`src/hdl/ddpi_pkg.sv`:
```
// ============================================================================
// ddpi_pkg - shared types and constants for the pose integrator
// Item structs, fixed-point constants, arctangent table and helpers.
// ============================================================================
package ddpi_pkg;

    localparam int CORDIC_STEPS_DEF = 24;

    localparam int MUL_AW = 40;
    localparam int MUL_BW = 34;
    localparam int MUL_PW = MUL_AW + MUL_BW;

    localparam int DIV_NW = 40;
    localparam int DIV_DW = 24;

    localparam logic signed [39:0] POS_MAX = 40'sh7F_FFFF_FFFF;
    localparam logic signed [39:0] POS_MIN = 40'sh80_0000_0000;
    localparam logic signed [33:0] ONE_Q30 = 34'sd1073741824;
    localparam logic signed [33:0] HALF_TURN = 34'sd2147483648;
    localparam logic signed [33:0] CORDIC_START = 34'sd652032874;
    localparam logic signed [33:0] RAD_TO_BA = 34'sd683565276;

    typedef struct packed {
        logic              cmd;
        logic signed [23:0] linear_speed;
        logic signed [23:0] angular_rate;
        logic [23:0]        elapsed_time;
    } ddpi_in_t;

    typedef struct packed {
        logic signed [39:0] pos_x;
        logic signed [39:0] pos_y;
        logic [31:0]        heading;
        logic signed [31:0] orient_z;
        logic signed [31:0] orient_w;
    } ddpi_out_t;

    function automatic logic [31:0] atan_ba(input logic [4:0] idx);
        logic [31:0] r;
        unique case (idx)
            5'd0:  r = 32'h20000000;
            5'd1:  r = 32'h12E4051D;
            5'd2:  r = 32'h09FB385B;
            5'd3:  r = 32'h051111D4;
            5'd4:  r = 32'h028B0D43;
            5'd5:  r = 32'h0145D7E1;
            5'd6:  r = 32'h00A2F61E;
            5'd7:  r = 32'h00517C55;
            5'd8:  r = 32'h0028BE53;
            5'd9:  r = 32'h00145F2F;
            5'd10: r = 32'h000A2F98;
            5'd11: r = 32'h000517CC;
            5'd12: r = 32'h00028BE6;
            5'd13: r = 32'h000145F3;
            5'd14: r = 32'h0000A2F9;
            5'd15: r = 32'h0000517C;
            5'd16: r = 32'h000028BE;
            5'd17: r = 32'h0000145F;
            5'd18: r = 32'h00000A2F;
            5'd19: r = 32'h00000517;
            5'd20: r = 32'h0000028B;
            5'd21: r = 32'h00000145;
            5'd22: r = 32'h000000A2;
            5'd23: r = 32'h00000051;
            5'd24: r = 32'h00000028;
            5'd25: r = 32'h00000014;
            5'd26: r = 32'h0000000A;
            5'd27: r = 32'h00000005;
            5'd28: r = 32'h00000002;
            5'd29: r = 32'h00000001;
            5'd30: r = 32'h00000000;
            5'd31: r = 32'h00000000;
        endcase
        return r;
    endfunction

    function automatic logic signed [31:0] clamp_q30(input logic signed [33:0] v);
        logic signed [33:0] r;
        if (v > ONE_Q30) begin
            r = ONE_Q30;
        end else if (v < -ONE_Q30) begin
            r = -ONE_Q30;
        end else begin
            r = v;
        end
        return r[31:0];
    endfunction

    function automatic logic signed [39:0] sat40(input logic signed [43:0] v);
        logic signed [39:0] r;
        if (v > 44'(POS_MAX)) begin
            r = POS_MAX;
        end else if (v < 44'(POS_MIN)) begin
            r = POS_MIN;
        end else begin
            r = v[39:0];
        end
        return r;
    endfunction

endpackage

```
`src/hdl/diff_drive_pose_integrator_top.sv`:
```
// ============================================================================
// diff_drive_pose_integrator_top - planar arc odometry integrator
// Sequencer around a bit-serial multiplier, divider and CORDIC.
// ============================================================================
// A command item (cmd=0) only stores speed and turn rate; it also starts the
// radius divider, whose result is latched when it finishes, well before a
// following tick reads it.
// A tick item (cmd=1) runs a sequence on shared serial units: two products
// for the heading step, a CORDIC of the old heading, then either four
// products (straight) or a CORDIC and two products (arc), and a final CORDIC
// for the quaternion. Each product consumes one bit of the 34-bit second
// operand per cycle, and a tick holds the input off for its whole sequence.
// A new item is accepted once the sequencer is idle, while a finished pose
// may still wait in the output register.
module diff_drive_pose_integrator_top import ddpi_pkg::*; #(
    parameter int CORDIC_STEPS = CORDIC_STEPS_DEF
) (
    input  logic        aclk,
    input  logic        aresetn,
    input  logic        s_valid,
    output logic        s_ready,
    input  ddpi_in_t    s_data,
    output logic        m_valid,
    input  logic        m_ready,
    output ddpi_out_t   m_data,
    input  logic        cfg_wr_en,
    input  logic [22:0] cfg_wr_data
);
    typedef enum logic [3:0] {
        ST_IDLE, ST_DTH1, ST_DTH2, ST_COS0, ST_SX1, ST_SX2, ST_SY1, ST_SY2,
        ST_COS1, ST_AX, ST_AY, ST_UPDATE, ST_QUAT, ST_EMIT
    } state_t;

    state_t             state_reg;
    logic [22:0]        thr_reg;
    logic signed [23:0] v_reg, w_reg;
    logic [23:0]        dt_reg;
    logic signed [39:0] px_reg, py_reg;
    logic [31:0]        hd_reg, h1_reg;
    logic signed [31:0] s0_reg, c0_reg, c1_reg;
    logic signed [42:0] dx_reg, dy_reg;
    logic signed [39:0] r_reg;
    logic               m_valid_reg;
    ddpi_out_t          m_data_reg;

    logic                     mul_start_reg;
    logic signed [MUL_AW-1:0] mul_a_reg;
    logic signed [MUL_BW-1:0] mul_b_reg;
    logic                     mul_done;
    logic signed [MUL_PW-1:0] prod;

    logic              div_start_reg;
    logic [DIV_NW-1:0] div_num_reg;
    logic [DIV_DW-1:0] div_den_reg;
    logic              div_neg_reg;
    logic              div_done;
    logic [DIV_NW-1:0] quo;

    logic               cor_start_reg;
    logic [31:0]        cor_angle_reg;
    logic               cor_done;
    logic signed [31:0] cor_sin, cor_cos;

    logic signed [MUL_PW-1:0] p15, p23, p29;
    logic signed [40:0]       r_full;
    logic signed [39:0]       r_sat;
    logic [23:0]              mag_w, v_abs;
    logic                     straight;
    logic signed [43:0]       nx_sum, ny_sum;

    ddpi_mul #(.AW(MUL_AW), .BW(MUL_BW)) u_mul (
        .aclk(aclk), .aresetn(aresetn), .start(mul_start_reg),
        .a(mul_a_reg), .b(mul_b_reg), .done(mul_done), .prod(prod)
    );

    ddpi_div #(.NW(DIV_NW), .DW(DIV_DW)) u_div (
        .aclk(aclk), .aresetn(aresetn), .start(div_start_reg),
        .num(div_num_reg), .den(div_den_reg), .done(div_done), .quo(quo)
    );

    ddpi_cordic #(.STEPS(CORDIC_STEPS)) u_cordic (
        .aclk(aclk), .aresetn(aresetn), .start(cor_start_reg),
        .angle(cor_angle_reg), .done(cor_done), .sin_out(cor_sin), .cos_out(cor_cos)
    );

    // rounding offsets ahead of the floor shifts
    assign p15 = prod + MUL_PW'(32768);
    assign p23 = prod + MUL_PW'(8388608);
    assign p29 = prod + MUL_PW'(536870912);

    assign r_full = div_neg_reg ? -$signed({1'b0, quo}) : $signed({1'b0, quo});
    assign r_sat  = (!div_neg_reg && quo[DIV_NW-1]) ? POS_MAX : r_full[39:0];

    assign mag_w    = w_reg[23] ? 24'(-w_reg) : 24'(w_reg);
    assign v_abs    = s_data.linear_speed[23] ? 24'(-s_data.linear_speed)
                                              : 24'(s_data.linear_speed);
    assign straight = (mag_w < {1'b0, thr_reg}) || (w_reg == '0);

    assign nx_sum = {{4{px_reg[39]}}, px_reg} + {dx_reg[42], dx_reg};
    assign ny_sum = {{4{py_reg[39]}}, py_reg} + {dy_reg[42], dy_reg};

    assign s_ready = (state_reg == ST_IDLE);
    assign m_valid = m_valid_reg;
    assign m_data  = m_data_reg;

    always_ff @(posedge aclk) begin
        if (!aresetn) begin
            state_reg     <= ST_IDLE;
            thr_reg       <= 23'd1;
            v_reg         <= '0;
            w_reg         <= '0;
            px_reg        <= '0;
            py_reg        <= '0;
            hd_reg        <= '0;
            m_valid_reg   <= 1'b0;
            mul_start_reg <= 1'b0;
            div_start_reg <= 1'b0;
            cor_start_reg <= 1'b0;
        end else begin
            mul_start_reg <= 1'b0;
            div_start_reg <= 1'b0;
            cor_start_reg <= 1'b0;
            if (cfg_wr_en) begin
                thr_reg <= cfg_wr_data;
            end
            if (div_done) begin
                r_reg <= r_sat;
            end
            if (m_valid_reg && m_ready) begin
                m_valid_reg <= 1'b0;
            end
            unique case (state_reg)
                ST_IDLE: begin
                    if (s_valid) begin
                        if (!s_data.cmd) begin
                            v_reg <= s_data.linear_speed;
                            w_reg <= s_data.angular_rate;
                            div_num_reg <= {v_abs, 16'd0};
                            div_den_reg <= s_data.angular_rate[23]
                                ? 24'(-s_data.angular_rate) : 24'(s_data.angular_rate);
                            div_neg_reg <= s_data.linear_speed[23] ^ s_data.angular_rate[23];
                            div_start_reg <= 1'b1;
                        end else begin
                            dt_reg        <= s_data.elapsed_time;
                            mul_a_reg     <= {{16{w_reg[23]}}, w_reg};
                            mul_b_reg     <= {10'd0, s_data.elapsed_time};
                            mul_start_reg <= 1'b1;
                            state_reg     <= ST_DTH1;
                        end
                    end
                end
                ST_DTH1: begin
                    if (mul_done) begin
                        mul_a_reg     <= {{7{p15[48]}}, p15[48:16]};
                        mul_b_reg     <= RAD_TO_BA;
                        mul_start_reg <= 1'b1;
                        state_reg     <= ST_DTH2;
                    end
                end
                ST_DTH2: begin
                    if (mul_done) begin
                        h1_reg        <= hd_reg + p23[55:24];
                        cor_angle_reg <= hd_reg;
                        cor_start_reg <= 1'b1;
                        state_reg     <= ST_COS0;
                    end
                end
                ST_COS0: begin
                    if (cor_done) begin
                        s0_reg <= cor_sin;
                        c0_reg <= cor_cos;
                        if (straight) begin
                            mul_a_reg     <= {{16{v_reg[23]}}, v_reg};
                            mul_b_reg     <= {{2{cor_cos[31]}}, cor_cos};
                            mul_start_reg <= 1'b1;
                            state_reg     <= ST_SX1;
                        end else begin
                            cor_angle_reg <= h1_reg;
                            cor_start_reg <= 1'b1;
                            state_reg     <= ST_COS1;
                        end
                    end
                end
                ST_SX1, ST_SY1: begin
                    if (mul_done) begin
                        mul_a_reg     <= {{15{p29[54]}}, p29[54:30]};
                        mul_b_reg     <= {10'd0, dt_reg};
                        mul_start_reg <= 1'b1;
                        state_reg     <= (state_reg == ST_SX1) ? ST_SX2 : ST_SY2;
                    end
                end
                ST_SX2: begin
                    if (mul_done) begin
                        dx_reg        <= p23[66:24];
                        mul_a_reg     <= {{16{v_reg[23]}}, v_reg};
                        mul_b_reg     <= {{2{s0_reg[31]}}, s0_reg};
                        mul_start_reg <= 1'b1;
                        state_reg     <= ST_SY1;
                    end
                end
                ST_SY2: begin
                    if (mul_done) begin
                        dy_reg    <= p23[66:24];
                        state_reg <= ST_UPDATE;
                    end
                end
                ST_COS1: begin
                    if (cor_done) begin
                        c1_reg        <= cor_cos;
                        mul_a_reg     <= r_reg;
                        mul_b_reg     <= {{2{cor_sin[31]}}, cor_sin}
                                         - {{2{s0_reg[31]}}, s0_reg};
                        mul_start_reg <= 1'b1;
                        state_reg     <= ST_AX;
                    end
                end
                ST_AX: begin
                    if (mul_done) begin
                        dx_reg        <= p29[72:30];
                        mul_a_reg     <= r_reg;
                        mul_b_reg     <= {{2{c0_reg[31]}}, c0_reg}
                                         - {{2{c1_reg[31]}}, c1_reg};
                        mul_start_reg <= 1'b1;
                        state_reg     <= ST_AY;
                    end
                end
                ST_AY: begin
                    if (mul_done) begin
                        dy_reg    <= p29[72:30];
                        state_reg <= ST_UPDATE;
                    end
                end
                ST_UPDATE: begin
                    px_reg        <= sat40(nx_sum);
                    py_reg        <= sat40(ny_sum);
                    hd_reg        <= h1_reg;
                    cor_angle_reg <= {h1_reg[31], h1_reg[31:1]};
                    cor_start_reg <= 1'b1;
                    state_reg     <= ST_QUAT;
                end
                ST_QUAT: begin
                    if (cor_done) begin
                        s0_reg    <= cor_sin;
                        c0_reg    <= cor_cos;
                        state_reg <= ST_EMIT;
                    end
                end
                ST_EMIT: begin
                    if (!m_valid_reg || m_ready) begin
                        m_data_reg.pos_x    <= px_reg;
                        m_data_reg.pos_y    <= py_reg;
                        m_data_reg.heading  <= hd_reg;
                        m_data_reg.orient_z <= s0_reg;
                        m_data_reg.orient_w <= c0_reg;
                        m_valid_reg         <= 1'b1;
                        state_reg           <= ST_IDLE;
                    end
                end
                default: begin
                    state_reg <= ST_IDLE;
                end
            endcase
        end
    end

`ifndef SYNTHESIS
    a_mul_done_state: assert property (@(posedge aclk) disable iff (!aresetn)
        mul_done |-> (state_reg == ST_DTH1 || state_reg == ST_DTH2 ||
                      state_reg == ST_SX1 || state_reg == ST_SX2 ||
                      state_reg == ST_SY1 || state_reg == ST_SY2 ||
                      state_reg == ST_AX || state_reg == ST_AY))
        else $error("multiplier finished outside a product state");

    a_cor_done_state: assert property (@(posedge aclk) disable iff (!aresetn)
        cor_done |-> (state_reg == ST_COS0 || state_reg == ST_COS1 ||
                      state_reg == ST_QUAT))
        else $error("CORDIC finished outside a rotation state");

    a_cmd_stays_idle: assert property (@(posedge aclk) disable iff (!aresetn)
        (s_valid && s_ready && !s_data.cmd) |=> (state_reg == ST_IDLE))
        else $error("command item started a sequence");

    a_valid_from_emit: assert property (@(posedge aclk) disable iff (!aresetn)
        $rose(m_valid_reg) |-> ($past(state_reg) == ST_EMIT))
        else $error("result raised outside emit");
`endif

endmodule

```
`src/hdl/ddpi_mul.sv`:
```
// ============================================================================
// ddpi_mul - bit-serial signed multiplier
// Consumes one bit of operand b per cycle, MSB first, shift-and-add.
// ============================================================================
module ddpi_mul import ddpi_pkg::*; #(
    parameter int AW = MUL_AW,
    parameter int BW = MUL_BW
) (
    input  logic                     aclk,
    input  logic                     aresetn,
    input  logic                     start,
    input  logic signed [AW-1:0]     a,
    input  logic signed [BW-1:0]     b,
    output logic                     done,
    output logic signed [AW+BW-1:0]  prod
);
    localparam int PW = AW + BW;
    localparam int CW = $clog2(BW);

    logic signed [PW-1:0] acc_reg;
    logic signed [PW-1:0] a_ext_reg;
    logic [BW-1:0]        b_reg;
    logic [CW-1:0]        cnt_reg;
    logic                 busy_reg;
    logic                 done_reg;
    logic signed [PW-1:0] a_ext;

    assign a_ext = {{BW{a[AW-1]}}, a};

    always_ff @(posedge aclk) begin
        if (!aresetn) begin
            busy_reg <= 1'b0;
            done_reg <= 1'b0;
            cnt_reg  <= '0;
        end else begin
            done_reg <= 1'b0;
            if (start) begin
                a_ext_reg <= a_ext;
                acc_reg   <= b[BW-1] ? -a_ext : '0;
                b_reg     <= {b[BW-2:0], 1'b0};
                cnt_reg   <= CW'(BW - 1);
                busy_reg  <= 1'b1;
            end else if (busy_reg) begin
                acc_reg <= (acc_reg <<< 1) + (b_reg[BW-1] ? a_ext_reg : '0);
                b_reg   <= {b_reg[BW-2:0], 1'b0};
                cnt_reg <= cnt_reg - 1'b1;
                if (cnt_reg == CW'(1)) begin
                    busy_reg <= 1'b0;
                    done_reg <= 1'b1;
                end
            end
        end
    end

    assign done = done_reg;
    assign prod = acc_reg;

endmodule

```
`src/hdl/ddpi_div.sv`:
```
// ============================================================================
// ddpi_div - bit-serial restoring divider
// Unsigned quotient, one quotient bit per cycle.
// ============================================================================
module ddpi_div import ddpi_pkg::*; #(
    parameter int NW = DIV_NW,
    parameter int DW = DIV_DW
) (
    input  logic          aclk,
    input  logic          aresetn,
    input  logic          start,
    input  logic [NW-1:0] num,
    input  logic [DW-1:0] den,
    output logic          done,
    output logic [NW-1:0] quo
);
    localparam int CW = $clog2(NW + 1);

    logic [NW-1:0] num_reg;
    logic [DW-1:0] den_reg;
    logic [DW-1:0] rem_reg;
    logic [CW-1:0] cnt_reg;
    logic          busy_reg;
    logic          done_reg;
    logic [DW:0]   trial;
    logic [DW:0]   diff;
    logic          ge;

    assign trial = {rem_reg, num_reg[NW-1]};
    assign ge    = trial >= {1'b0, den_reg};
    assign diff  = trial - {1'b0, den_reg};

    always_ff @(posedge aclk) begin
        if (!aresetn) begin
            busy_reg <= 1'b0;
            done_reg <= 1'b0;
            cnt_reg  <= '0;
        end else begin
            done_reg <= 1'b0;
            if (start) begin
                num_reg  <= num;
                den_reg  <= den;
                rem_reg  <= '0;
                cnt_reg  <= CW'(NW);
                busy_reg <= 1'b1;
            end else if (busy_reg) begin
                rem_reg <= ge ? diff[DW-1:0] : trial[DW-1:0];
                num_reg <= {num_reg[NW-2:0], ge};
                cnt_reg <= cnt_reg - 1'b1;
                if (cnt_reg == CW'(1)) begin
                    busy_reg <= 1'b0;
                    done_reg <= 1'b1;
                end
            end
        end
    end

    assign done = done_reg;
    assign quo  = num_reg;

endmodule

```
`src/hdl/ddpi_cordic.sv`:
```
// ============================================================================
// ddpi_cordic - iterative rotation-mode CORDIC
// One micro-rotation per cycle; sine and cosine of a binary angle in Q2.30.
// ============================================================================
module ddpi_cordic import ddpi_pkg::*; #(
    parameter int STEPS = CORDIC_STEPS_DEF
) (
    input  logic               aclk,
    input  logic               aresetn,
    input  logic               start,
    input  logic [31:0]        angle,
    output logic               done,
    output logic signed [31:0] sin_out,
    output logic signed [31:0] cos_out
);
    localparam int IW = $clog2(STEPS);

    logic signed [33:0] x_reg, y_reg, z_reg;
    logic               neg_reg;
    logic [IW-1:0]      i_reg;
    logic               busy_reg;
    logic               fin_reg;
    logic               done_reg;
    logic signed [31:0] sin_reg, cos_reg;

    logic signed [33:0] za, xs, ys, at, xn, yn;

    assign za = {{2{angle[31]}}, angle};
    assign xs = x_reg >>> i_reg;
    assign ys = y_reg >>> i_reg;
    assign at = {2'b00, atan_ba(5'(i_reg))};
    assign xn = neg_reg ? -x_reg : x_reg;
    assign yn = neg_reg ? -y_reg : y_reg;

    always_ff @(posedge aclk) begin
        if (!aresetn) begin
            busy_reg <= 1'b0;
            fin_reg  <= 1'b0;
            done_reg <= 1'b0;
            i_reg    <= '0;
        end else begin
            done_reg <= 1'b0;
            fin_reg  <= 1'b0;
            if (start) begin
                x_reg    <= CORDIC_START;
                y_reg    <= '0;
                i_reg    <= '0;
                busy_reg <= 1'b1;
                if (za > ONE_Q30) begin
                    z_reg   <= za - HALF_TURN;
                    neg_reg <= 1'b1;
                end else if (za < -ONE_Q30) begin
                    z_reg   <= za + HALF_TURN;
                    neg_reg <= 1'b1;
                end else begin
                    z_reg   <= za;
                    neg_reg <= 1'b0;
                end
            end else if (busy_reg) begin
                if (z_reg >= 0) begin
                    x_reg <= x_reg - ys;
                    y_reg <= y_reg + xs;
                    z_reg <= z_reg - at;
                end else begin
                    x_reg <= x_reg + ys;
                    y_reg <= y_reg - xs;
                    z_reg <= z_reg + at;
                end
                i_reg <= i_reg + 1'b1;
                if (i_reg == IW'(STEPS - 1)) begin
                    busy_reg <= 1'b0;
                    fin_reg  <= 1'b1;
                end
            end else if (fin_reg) begin
                cos_reg  <= clamp_q30(xn);
                sin_reg  <= clamp_q30(yn);
                done_reg <= 1'b1;
            end
        end
    end

    assign done    = done_reg;
    assign sin_out = sin_reg;
    assign cos_out = cos_reg;

endmodule

```
`config.mk`:
```
export PLATFORM = sky130hd
export DESIGN_NAME = diff_drive_pose_integrator_top
export DESIGN_NICKNAME = d
export VERILOG_FILES = /design/src/hdl/ddpi_pkg.sv /design/src/hdl/diff_drive_pose_integrator_top.sv /design/src/hdl/ddpi_mul.sv /design/src/hdl/ddpi_div.sv /design/src/hdl/ddpi_cordic.sv
export SDC_FILE = /design/constraint.sdc
export NUM_CORES = 2
export LEC_CHECK = 0
export BUFFER_PORTS_ARGS = -buffer_cell sky130_fd_sc_hd__buf_4
export CAP_MARGIN = 25
export CORE_MARGIN = 2
export CORE_UTILIZATION = 25
export DETAILED_ROUTE_END_ITERATION = 16
export GPL_TIMING_DRIVEN = 0
export PLACE_DENSITY_LB_ADDON = 0.05
export SYNTH_ARGS = -nofsm -noshare
export SYNTH_HDL_FRONTEND = slang
export SYNTH_SLANG_ARGS = --single-unit
```
`constraint.sdc`:
```
create_clock -name aclk -period 15.9 [get_ports aclk]
set_input_delay 1.59 -clock aclk [delete_from_list [all_inputs] [get_ports aclk]]
set_output_delay 1.59 -clock aclk [all_outputs]
set_load 0.05 [all_outputs]
```
==> flow_metrics.py <==
metrics = {
    "run_status": {
        "outcome": "complete, no violations",
    },
    "clocking": {
        "htreeDepth": 4,
        "cts.sinks": 1254,
        "cts_resized": 0,
        "cts_buffers": 167,
        "cts_tree": "yes",
        "cts_root_buf": "clkbuf_16",
        "ctsHoldBuffers": 0,
        "cts_max_path_buffers": 4,
        "cts_setup_buffers": 0,
        "worst_setup_hold_path_clk_slew_ns": 0.06,
        "clk_latency_ns": 0.86,
    },
    "setup_path": {
        "crit_fanout": 10,
        "cpLargestDelayFamily": "compound AO/OA/AOI/OAI gates",
        "reg2reg_slack_ns": 7.43,
        "endpoint_kind": "flop",
        "path_buf_inv": 6,
        "r2r_start": "u_cordic.i_reg[2]",
        "r2r_cells": 27,
        "timing.critical_path.from_type": "flop",
        "crit_start": "u_cordic.i_reg[2]",
        "crit_top_cell": "buf_4",
        "crit_arrival_ns": 9.06,
        "max_stage_delay_ns": 0.78,
        "path_class": "reg2reg",
        "cp.required_ns": 16.49,
        "crit_path_top_delay_cell": "nor3_1",
        "rr_endpoint": "u_cordic.y_reg[32]",
    },
    "hold_path": {
        "hp-class": "reg2reg",
        "min_path_cells": 0,
        "hp-start": "div_den_reg[19]",
        "hold_end": "u_div.den_reg[19]",
    },
    "yosys": {
        "synthAdderAreaFrac_pct": 6.90,
        "muxShareOfSynthArea_pct": 5.52,
        "synth_edf_count": 1009,
        "synth-compound-area-share_pct": 17.8,
        "synth_top_family_by_area": "compound AO/OA/AOI/OAI gates",
        "syn_area_mm2": 0.0798,
        "yosys-top-cells-count": "1,009 x edfxtp_1, 884 x nand2_1, 606 x nor2_1, 593 x a21oi_1, 515 x o21ai_0",
        "async_flop_share_pct": 0,
        "syn_nets": 8651,
        "synth-warning-count": 0,
        "synth-simple-area-share_pct": 14.3,
        "ys_ff_latch": 1254,
        "yosysTopAreaCell": "edfxtp_1",
        "synth_ff_type": "edfxtp_1",
        "synthXorXnorAreaFrac_pct": 7.64,
        "yosysMostFrequentCell": "edfxtp_1",
        "postSynthAreaPerCell_um2": 9.84,
        "seq_area_frac_synth_pct": 44.1,
        "syn_inst": 8116,
        "synth.distinct_cells": 99,
        "synth_area_leaders": "edfxtp_1 38%, ha_1 6.6%, dfxtp_1 6.1%",
        "synth_top_area_share_pct": 38.0,
    },
    "power_and_ir_drop": {
        "seqPwrFrac_pct": 35.3,
        "clkPwrFrac_pct": 32.2,
        "p_leak_nw": 34.7,
        "p_int_mw": 7.68,
        "total_power_mw": 12.1,
        "swShare_pct": 36.3,
        "cellPowerDensity_mw_per_mm2": 128,
        "power_switching_mw": 4.37,
        "vdd_ir_drop_max_v": 0.0000781,
        "p_comb_share_pct": 32.4,
    },
    "floorplan": {
        "floorplan.die_area_mm2": 0.324,
        "coreArea_mm2": 0.318,
        "row_count": 207,
        "die-width_um": 569,
        "chipHeight_um": 569,
        "io_pins": 279,
        "start_util_pct": 25.1,
    },
    "global_routing": {
        "grt_overflow": 0,
        "grt_pass1_vias": 66100,
        "grt_max_degree": 35,
        "grt_pass1_wl_um": 499000,
        "grt_usage_pct": 21.1,
        "antenna_found_initial": 19,
    },
    "place": {
        "post-place-ws_ns": 7.58,
        "dp_cells": 12700,
        "place_area_mm2": 0.0886,
        "gp_congestion": 0.928,
        "place.port_buffers": 275,
        "dp_hpwl_um": 281000,
    },
    "route": {
        "drtIter0Drc": 5572,
        "wl_per_cell_um": 27.0,
        "dr.pass1.iters": 7,
        "num_vias": 66800,
        "drc": 0,
        "totalWireLength_um": 350000,
        "ant_nets": 0,
        "vias_per_cell": 5.14,
    },
    "timing": {
        "period_share_pct": 53.3,
        "fin_tns_setup_ns": 0,
        "rsz0062_at_grt": "no",
        "fmax_mhz": 118,
        "hold_ws_ns": 0.394,
        "worstMarginPinSlew_ns": 1.23,
        "setup_violations": 0,
        "min_period_ns": 8.47,
        "fin_worst_skew_ns": 0.0636,
        "hold_viol": 0,
        "maxSlewHeadroom_pct": 17.4,
        "worst_slack_ns": 7.43,
        "drv_slew": 0,
    },
    "cells_and_area": {
        "largest_reg_flops": 176,
        "finalInstanceArea_mm2": 0.0942,
        "nets": 9193,
        "utilization_pct": 29.6,
        "drive_gt1_share_pct": 11.1,
        "area.growth.synth_to_final_pct": 18.0,
        "layoutNonFillerInstCount": 13000,
    },
    "flow_run": {
        "max-cap-violations": 0,
    },
}
==> worst reg2reg max path: cells and delay by family, from the launching register on <==
kind / cells / cell delay, ns
multiplexers: 2 / 0.92
adder cells (fa/ha/maj): 1 / 0.34
AO/OA/AOI/OAI: 11 / 2.87
XOR/XNOR: 1 / 0.24
flip-flops: 1 / 0.48
buffers and inverters: 6 / 1.65
AND/OR/NAND/NOR: 6 / 1.72
==> cell families after synthesis <==
| kind of cell | after synthesis |
|---|---|
| buffers and inverters | 754 |
| AOI/OAI and AO/OA | 2204 |
| adders and majority gates | 434 |
| DFF | 1254 |
| xor gates and xnor gates | 696 |
| muxes | 344 |
| and+or+nand+nor | 2430 |
==> worst max-delay path by stage <==
stage                               endpoint  depth (start not counted)
after floorplan                    m_data[0]                          5
after global placement           m_data[144]                          6
after detailed placement  u_cordic.y_reg[32]                         26
after CTS                 u_cordic.y_reg[32]                         26
after global routing      u_cordic.x_reg[32]                         24
final                     u_cordic.y_reg[32]                         27
==> power by group through the flow <==
stage	Sequential [mW]	Combinational [mW]	Clock, mW
after floorplan	4.22	2.49	0
after global placement	4.39	3.78	0
after detailed placement	4.32	3.88	0
after CTS	4.26	3.90	4.02
after global routing	4.29	4.27	4.12
final	4.26	3.91	3.88
==> placed cells by master (no fill, tap or decap), types with 69 or more instances in the layout <==
cell type,n
clkbuf_1,373
nor2b_1,86
ha_1,424
nand4_1,75
nor3_1,136
o22ai_1,69
or3_1,73
edfxtp_1,1009
a21o_1,186
xor2_1,325
clkbuf_16,168
nor2_1,595
inv_1,314
buf_4,308
dfxtp_1,245
a21oi_1,591
mux2_2,99
o31ai_1,82
nand2_1,884
o21ai_0,515
o21a_1,70
nand3_1,148
mux2i_1,177
nand2b_1,90
xnor2_1,371
a31oi_1,92
==> routing by layer <==
| layer | global-route usage (%) | up-vias | part of all wire (%) |
|---|---|---|---|
| li1 | - | 31200 | - |
| met1 | 28.7 | 33500 | 46 |
| met2 | 35.2 | 1697 | 47 |
| met3 | 2.36 | 360 | 4.2 |
| met4 | 5.35 | 2 | 2.6 |
| met5 | 0 | - | 0.0043 |
==> cell type report <==
class,count,area [um2]
Inverter,320,1200
Tap cell,4180,5230
Clock inverter,99,1020
Multi-Input combinational cell,6108,41700
Timing Repair Buffer,373,3450
Sequential cell,1254,35200
Buffer,434,1830
Clock buffer,207,4470
Fill cell,33100,224000
Antenna cell,6,15.0
No activity file was read; power rests on OpenSTA's default activity.
